==> config.mk <==
export PLATFORM = sky130hd
export DESIGN_NAME = rfc_engine
export DESIGN_NICKNAME = d
export VERILOG_FILES = /design/src/rtl/rfc_pkg.sv /design/src/rtl/rfc_engine.sv
export SDC_FILE = /design/constraint.sdc
export NUM_CORES = 1
export LEC_CHECK = 0
export BUFFER_PORTS_ARGS = -buffer_cell sky130_fd_sc_hd__buf_2
export CORE_ASPECT_RATIO = 2
export CORE_MARGIN = 4
export CORE_UTILIZATION = 54
export DETAILED_ROUTE_END_ITERATION = 6
export PLACE_DENSITY = 0.83
export SLEW_MARGIN = 20
export SYNTH_ARGS = -nofsm -noshare
export SYNTH_HDL_FRONTEND = slang
export SYNTH_SLANG_ARGS = --single-unit
==> constraint.sdc <==
create_clock -name clk -period 3.75 [get_ports clk]
set_clock_uncertainty 0.15 [all_clocks]
set_input_delay 0.1875 -clock clk [delete_from_list [all_inputs] [get_ports clk]]
set_output_delay 0.1875 -clock clk [all_outputs]
set_load 0.05 [all_outputs]
==> src/rtl/rfc_pkg.sv <==
// ----------------------------------------------------------------------------
// rfc_pkg
// Shared types and codes for the readout frame checker: frame phases, status
// codes, configuration set and the input and result payloads.
// ----------------------------------------------------------------------------
package rfc_pkg;

  localparam logic [2:0] PH_START  = 3'd0;
  localparam logic [2:0] PH_HEADER = 3'd1;
  localparam logic [2:0] PH_DATA   = 3'd2;
  localparam logic [2:0] PH_CRC1   = 3'd3;
  localparam logic [2:0] PH_FILL   = 3'd4;
  localparam logic [2:0] PH_CRC2   = 3'd5;
  localparam logic [2:0] PH_STOP   = 3'd6;

  localparam logic [2:0] ST_OK        = 3'd0;
  localparam logic [2:0] ST_BAD_START = 3'd1;
  localparam logic [2:0] ST_FAULT     = 3'd2;
  localparam logic [2:0] ST_BAD_HDR   = 3'd3;
  localparam logic [2:0] ST_BAD_DATA  = 3'd4;
  localparam logic [2:0] ST_CTL_CRC   = 3'd5;
  localparam logic [2:0] ST_CTL_FILL  = 3'd6;
  localparam logic [2:0] ST_BAD_STOP  = 3'd7;

  localparam logic [2:0] REG_SAMPLES_LESS_ONE = 3'd0;
  localparam logic [2:0] REG_BLOCKS_PER_FRAME = 3'd1;
  localparam logic [2:0] REG_SOF_WORD         = 3'd2;
  localparam logic [2:0] REG_EOF_WORD         = 3'd3;
  localparam logic [2:0] REG_PATTERN_BASE     = 3'd4;

  localparam logic [4:0]  RST_SAMPLES_LESS_ONE = 5'd7;
  localparam logic [4:0]  RST_BLOCKS_PER_FRAME = 5'd16;
  localparam logic [31:0] RST_SOF_WORD         = 32'h1111_1110;
  localparam logic [31:0] RST_EOF_WORD         = 32'hffff_fff0;
  localparam logic [31:0] RST_PATTERN_BASE     = 32'h0001_0101;

  typedef struct packed {
    logic [4:0]  samples_less_one;
    logic [4:0]  blocks_per_frame;
    logic [31:0] sof_word;
    logic [31:0] eof_word;
    logic [31:0] pattern_base;
  } cfg_t;

  typedef struct packed {
    logic [31:0] link_word;
    logic        is_control;
    logic        link_fault;
  } in_item_t;

  typedef struct packed {
    logic [2:0]  status;
    logic        data_mismatch;
    logic [31:0] mismatch_total;
    logic        frame_done;
    logic [4:0]  block_index;
    logic [4:0]  sample_index;
  } out_item_t;

endpackage

==> src/rtl/rfc_engine.sv <==
// ----------------------------------------------------------------------------
// rfc_engine
// Frame state machine and mismatch counter. Checks the word held in the input
// register and advances the frame state when the word moves on.
// ----------------------------------------------------------------------------
module rfc_engine
  import rfc_pkg::*;
(
  input  logic        clk,
  input  logic        rst_n,
  input  logic        step,
  input  in_item_t    item,
  input  cfg_t        cfg,
  output out_item_t   result,
  output logic [2:0]  phase,
  output logic [31:0] mism_cnt
);

  logic [2:0]  phase_r, phase_nxt;
  logic [4:0]  block_r, block_nxt;
  logic [4:0]  sample_r, sample_nxt;
  logic [31:0] mism_r, mism_nxt;
  logic [31:0] expect_word;
  logic [5:0]  block_inc;
  logic [2:0]  status;
  logic        mism;
  logic        done;
  logic        last_sample;

  assign expect_word = cfg.pattern_base << sample_r;
  assign block_inc   = {1'b0, block_r} + 6'd1;
  assign last_sample = sample_r >= cfg.samples_less_one;

  always_comb begin
    phase_nxt  = phase_r;
    block_nxt  = block_r;
    sample_nxt = sample_r;
    mism_nxt   = mism_r;
    status     = ST_OK;
    mism       = 1'b0;
    done       = 1'b0;

    if (item.link_fault) begin
      status = ST_FAULT;
    end else begin
      case (phase_r)
        PH_START: begin
          if (item.is_control && item.link_word != cfg.sof_word) begin
            status = ST_BAD_START;
          end else begin
            block_nxt  = 5'd0;
            sample_nxt = 5'd0;
            phase_nxt  = (cfg.blocks_per_frame == 5'd0) ? PH_STOP : PH_HEADER;
          end
        end
        PH_HEADER: begin
          if (item.is_control || !item.link_word[31]) begin
            status = ST_BAD_HDR;
          end else begin
            sample_nxt = 5'd0;
            phase_nxt  = PH_DATA;
          end
        end
        PH_DATA: begin
          if (item.is_control || item.link_word[31]) begin
            status = ST_BAD_DATA;
          end else begin
            if (item.link_word != expect_word) begin
              mism = 1'b1;
              if (mism_r != 32'hffff_ffff) begin
                mism_nxt = mism_r + 32'd1;
              end
            end
            if (last_sample) begin
              sample_nxt = 5'd0;
              phase_nxt  = PH_CRC1;
            end else begin
              sample_nxt = sample_r + 5'd1;
            end
          end
        end
        PH_CRC1: begin
          if (item.is_control) begin
            status = ST_CTL_CRC;
          end else begin
            sample_nxt = 5'd0;
            phase_nxt  = PH_FILL;
          end
        end
        PH_FILL: begin
          if (item.is_control) begin
            status = ST_CTL_FILL;
          end else if (last_sample) begin
            sample_nxt = 5'd0;
            phase_nxt  = PH_CRC2;
          end else begin
            sample_nxt = sample_r + 5'd1;
          end
        end
        PH_CRC2: begin
          if (item.is_control) begin
            status = ST_CTL_CRC;
          end else begin
            sample_nxt = 5'd0;
            if (block_inc >= {1'b0, cfg.blocks_per_frame}) begin
              block_nxt = 5'd0;
              phase_nxt = PH_STOP;
            end else begin
              block_nxt = block_inc[4:0];
              phase_nxt = PH_HEADER;
            end
          end
        end
        default: begin
          if (item.is_control && item.link_word != cfg.eof_word) begin
            status = ST_BAD_STOP;
          end else begin
            done       = 1'b1;
            phase_nxt  = PH_START;
            block_nxt  = 5'd0;
            sample_nxt = 5'd0;
          end
        end
      endcase
    end

    if (status != ST_OK) begin
      done       = 1'b1;
      phase_nxt  = PH_START;
      block_nxt  = 5'd0;
      sample_nxt = 5'd0;
    end
  end

  always_comb begin
    result.status         = status;
    result.data_mismatch  = mism;
    result.mismatch_total = mism_nxt;
    result.frame_done     = done;
    result.block_index    = (phase_r >= PH_HEADER && phase_r <= PH_CRC2) ? block_r : 5'd0;
    result.sample_index   = (phase_r == PH_DATA || phase_r == PH_FILL) ? sample_r : 5'd0;
  end

  always_ff @(posedge clk) begin
    if (!rst_n) begin
      phase_r  <= PH_START;
      block_r  <= 5'd0;
      sample_r <= 5'd0;
      mism_r   <= 32'd0;
    end else if (step) begin
      phase_r  <= phase_nxt;
      block_r  <= block_nxt;
      sample_r <= sample_nxt;
      mism_r   <= mism_nxt;
    end
  end

  assign phase    = phase_r;
  assign mism_cnt = mism_r;

endmodule

# Word-level counts from Yosys, hierarchy flattened
# Cells that the tools add are included.
[word_totals]
word_cells = 103
regBits = 45
out_inout_bits = 82
[classes]
reduce_logical = 16
eq_ne = 23
add_sub_neg = 3
shift = 1
magnitude_cmp = 4
muxes = 52
[op_table]
columns = ["cell", "n"]
rows = [
  ["32-bit 2-to-1 mux", 5],
  ["32-bit != test", 3],
  ["5-bit 2-to-1 mux", 15],
  ["3-bit 2-to-1 mux", 18],
  ["32-bit by 1-bit adder with 32-bit output, second input constant", 1],
  ["32-bit != test, second input constant", 1],
  ["32-bit by 5-bit left shift with 32-bit output", 1],
  ["5-bit one-hot mux with 5 select lines", 1],
  ["3-bit != test, second input constant", 8],
  ["3-bit one-hot mux with 6 select lines", 1],
  ["3-bit one-hot mux with 5 select lines", 1],
  ["5-bit one-hot mux with 3 select lines", 1],
  ["11-bit AND reduction", 1],
  ["1-bit 2-to-1 mux", 9],
  ["8-bit by 1-bit != test with 1-bit output, second input constant", 1],
  ["8-bit AND reduction", 1],
  ["7-bit by 2-bit != test with 1-bit output, second input constant", 1],
  ["5-bit by 1-bit adder with 6-bit output, second input constant", 1],
  ["3-bit by 2-bit equality test with 1-bit output, second input constant", 2],
  ["3-bit equality test, second input constant", 2],
  ["6-bit by 5-bit greater-or-equal comparator with 1-bit output", 1],
  ["6-bit AND reduction", 1],
  ["6-bit OR reduction", 1],
  ["5-bit by 1-bit adder with 5-bit output, second input constant", 1],
  ["other kinds (16)", 21],
]

# Logic depth before layout (Yosys ltp)
[depth]
word_depth = 8
mapped_depth = 17
depth_no_buf = 11

# Worst setup path after synthesis
# Ideal clock, no wire load.
[synth_timing]
path_kind = "reg-to-output"
startpoint = "register mism_r[5], in the netlist mism_cnt[5]"
endpoint = "output port result[26] (netlist name)"
stages_incl_launch_ff = 13
arrival_ps = 3874
slack_ps = -461
path_buffers = 3
required_ps = 3412
cell_sequence = "dfxtp_1 > buf_2 > nand3_1 > nor3_1 > nand3_1 > or3_1 > or2_0 > or2_2 > clkbuf_1 > clkbuf_1 > nand3_1 > nor3_1 > xor2_1"
[synth_rtl]
columns = ["element", "line_no", "source"]
rows = [
  ["start, declared", "rfc_engine.sv:22", "logic [31:0] mism_r, mism_nxt;"],
  ["start signal, assigned", "rfc_engine.sv:154", "mism_r <= mism_nxt;"],
  ["end, declared", "rfc_engine.sv:14", "output out_item_t result,"],
]

==> metrics <==
ratio of cells with drive above 1 in the final layout=43.6%; Worst Path Class, Setup=flop to primary output; wire length per cell=25.4 µm; final design area excluding fillers=10,700 µm²; Initial Utilization=55.2%; yosys warns=0; number of flops mapped to enable cells by yosys=0; number of iterations in the first detailed-routing pass=6; top achievable clock speed=0.239 GHz; RePlAce Congestion=1.08; number of antenna violations at the first check in global routing=0; Critical Path End Type=primary output; final-layout worst hold slack=0.250 ns; Post-synth ARST share=0%; PnR Total Power=1.64 mW; drt first-iter violations=671; WL final=34,900 µm; total overflow reported by the global router=0; number of DRC violations after detailed routing=0; row cnt=60; leakage dissipation=4.30 nW; transition at the pin with the smallest max-transition slack=0.704 ns; combined global-route utilization of all metal layers=39.3%; nets in the synthesized netlist=1,082; category of the worst setup path launch point=flop; pin count of the biggest net entering global routing=59; pwr/cell area=153 nW/µm²; antenna viol nets, final=0; setup repair after global routing missed its margin=true; half-perimeter wire length after detailed placement=26,000 µm; share of synthesized area occupied by flip-flops and latches=12.1%; cell count after synthesis=926; failing checks=setup timing; Via density=6.70; most used flip-flop cell after synthesis=sky130_fd_sc_hd__dfxtp_1; highest-count cells in the layout ignoring fill and taps=sky130_fd_sc_hd__buf_2 (191), sky130_fd_sc_hd__buf_4 (127), sky130_fd_sc_hd__nand2_1 (99); layout overhead on the synthesized area=44.2%; mapped cell area=7420 µm²; Syn Area/Cell=8.01 µm²; post-route fraction of the period consumed by the critical path=112%; cell area after placement=9920 µm²; final count of hold timing violations=0; Max-cap violations=0; required time at the worst-slack endpoint=3.41 ns; endpoint arrival time on the critical path=3.85 ns; number of input and output port buffers inserted=224; Period minus WS final=4.19 ns; overall via count from detail_route=9,199; number of buffers created by CTS=5; Final Worst Setup Slack=-0.435 ns; maximum level of the CTS H-tree=2; global-route wire length before repair=48,500 µm; worst hold-check path type=primary input to flop; standard cell core area=13,400 µm²; CTS Hold Buffers Added=0; CTS Root Buffer Type=sky130_fd_sc_hd__clkbuf_16; maximum root-to-sink buffer count=2; nets@finish=1,374; status=finished, violations left; area of the die=15,800 µm²; Antenna diodes=0; worst-path fanout max=5; commonest non-fill, non-tap cell in the layout=sky130_fd_sc_hd__buf_2; Sink Count=45; Seq cells post-synth=45; Post-Route Setup TNS=-11.14 ns; number of max-slew violations in the final report=0; CTS clk-pin slew, worst paths=0.06 ns; count of unique library cells instantiated by Yosys=84; clock latency of the later-clocked register in the worst-skew pair=0.30 ns; number of placed I/O pins=225; final setup violation count=38; peak supply drop=0.152 mV; number of global-route vias before repair=8,995; CTS tree=built; overall die width=90.9 µm; relative slew slack=52.4%; Die Height=174 µm
==> through the flow <==
step           util [%]  setup WS [ns]  instances
2_1_floorplan         -         -0.127        926
3_3_place_gp       73.8         -0.269       1358
3_5_place_dp       73.8         -0.353       1358
4_1_cts            76.8         -0.331       1367
5_1_grt            79.6         -0.608       1374
6_report           79.6         -0.435       1374
==> cells in the mapped netlist, types with 21 or more instances <==
cell / instances / area [µm²]
sky130_fd_sc_hd__nor3_1: 34 / 170
sky130_fd_sc_hd__a21oi_1: 21 / 105
sky130_fd_sc_hd__clkbuf_1: 36 / 135
sky130_fd_sc_hd__mux4_2: 29 / 653
sky130_fd_sc_hd__mux2i_1: 58 / 581
sky130_fd_sc_hd__xor2_1: 45 / 394
sky130_fd_sc_hd__nand4_1: 29 / 181
sky130_fd_sc_hd__nand3_1: 32 / 160
sky130_fd_sc_hd__nand2_1: 100 / 375
sky130_fd_sc_hd__dfxtp_1: 45 / 901
sky130_fd_sc_hd__o21ai_0: 24 / 120
sky130_fd_sc_hd__xnor2_1: 79 / 692
sky130_fd_sc_hd__nor2_1: 49 / 184
==> metal layers <==
layer  GRT usage [%]  vias to the layer above  share of wire [%]
li1                -                     4004                  -
met1            36.3                     4332                 30
met2            72.5                      609                 51
met3            6.39                      254                7.3
met4            34.1                        0                 12
met5               0                        -                  0
==> cell type report <==
type	instances	area (µm²)
Inverter	22	82.6
Sequential cell	45	917
Clock buffer	5	125
Timing Repair Buffer	364	2540
Multi-Input combinational cell	780	6820
Clock inverter	3	25.0
Tap cell	155	194
Fill cell	895	2740
==> kinds of logic (layout without fill, tap and decap cells) <==
kind of cell    after synthesis  count (layout)  share of synthesized area [%]
fa+ha+maj                    13              13                           2.19
buf+inv                     101             394                           7.40
compound gates              157             157                           15.5
xor+xnor                    124             124                           14.6
mux                         109             109                           20.3
flops                        45              45                           12.1
simple gates                377             377                           27.8
==> report_power, final <==
group	leakage [nW]	switching, mW	internal, mW	total [mW]
Combinational	3.86	0.365	0.322	0.687
Clock	0.0704	0.222	0.251	0.473
Sequential	0.368	0.00279	0.478	0.480
Total	4.30	0.590	1.05	1.64
==> worst max-delay path: stages (launching register included) <==
cell	delay (ns)
sky130_fd_sc_hd__dfxtp_1	0.41
sky130_fd_sc_hd__ha_1	0.31
sky130_fd_sc_hd__nand3_1	0.15
sky130_fd_sc_hd__nor2_1	0.29
sky130_fd_sc_hd__nand3_1	0.15
sky130_fd_sc_hd__or3_1	0.43
sky130_fd_sc_hd__or2_0	0.39
sky130_fd_sc_hd__or2_2	0.39
sky130_fd_sc_hd__nand2_1	0.39
sky130_fd_sc_hd__buf_12	0.21
sky130_fd_sc_hd__nor3b_4	0.07
sky130_fd_sc_hd__xor2_4	0.17
sky130_fd_sc_hd__buf_6	0.18
==> final timing paths <==
check	startpoint	to	slack, ns	cells after the start
max	mism_cnt[1]	result[13]	-0.44	12
min reg2reg	mism_cnt[1]	mism_cnt[1]	0.39	2
max reg2reg	sample_r[1]	mism_cnt[30]	-0.05	17
min	cfg[99]	phase[1]	0.25	6
==> flip-flops by register name (all words and copies together) (netlist names) <==
name and cells:
block_r 5, sample_r 5, phase 3, mism_cnt 32
==> what timing repair did <==
action	CTS	global route
setup buffers	1	7
endpoints found under the setup margin	61	60
pin swaps	4	9
gates resized for setup	64	68
No activity file was read; power rests on OpenSTA's default activity.
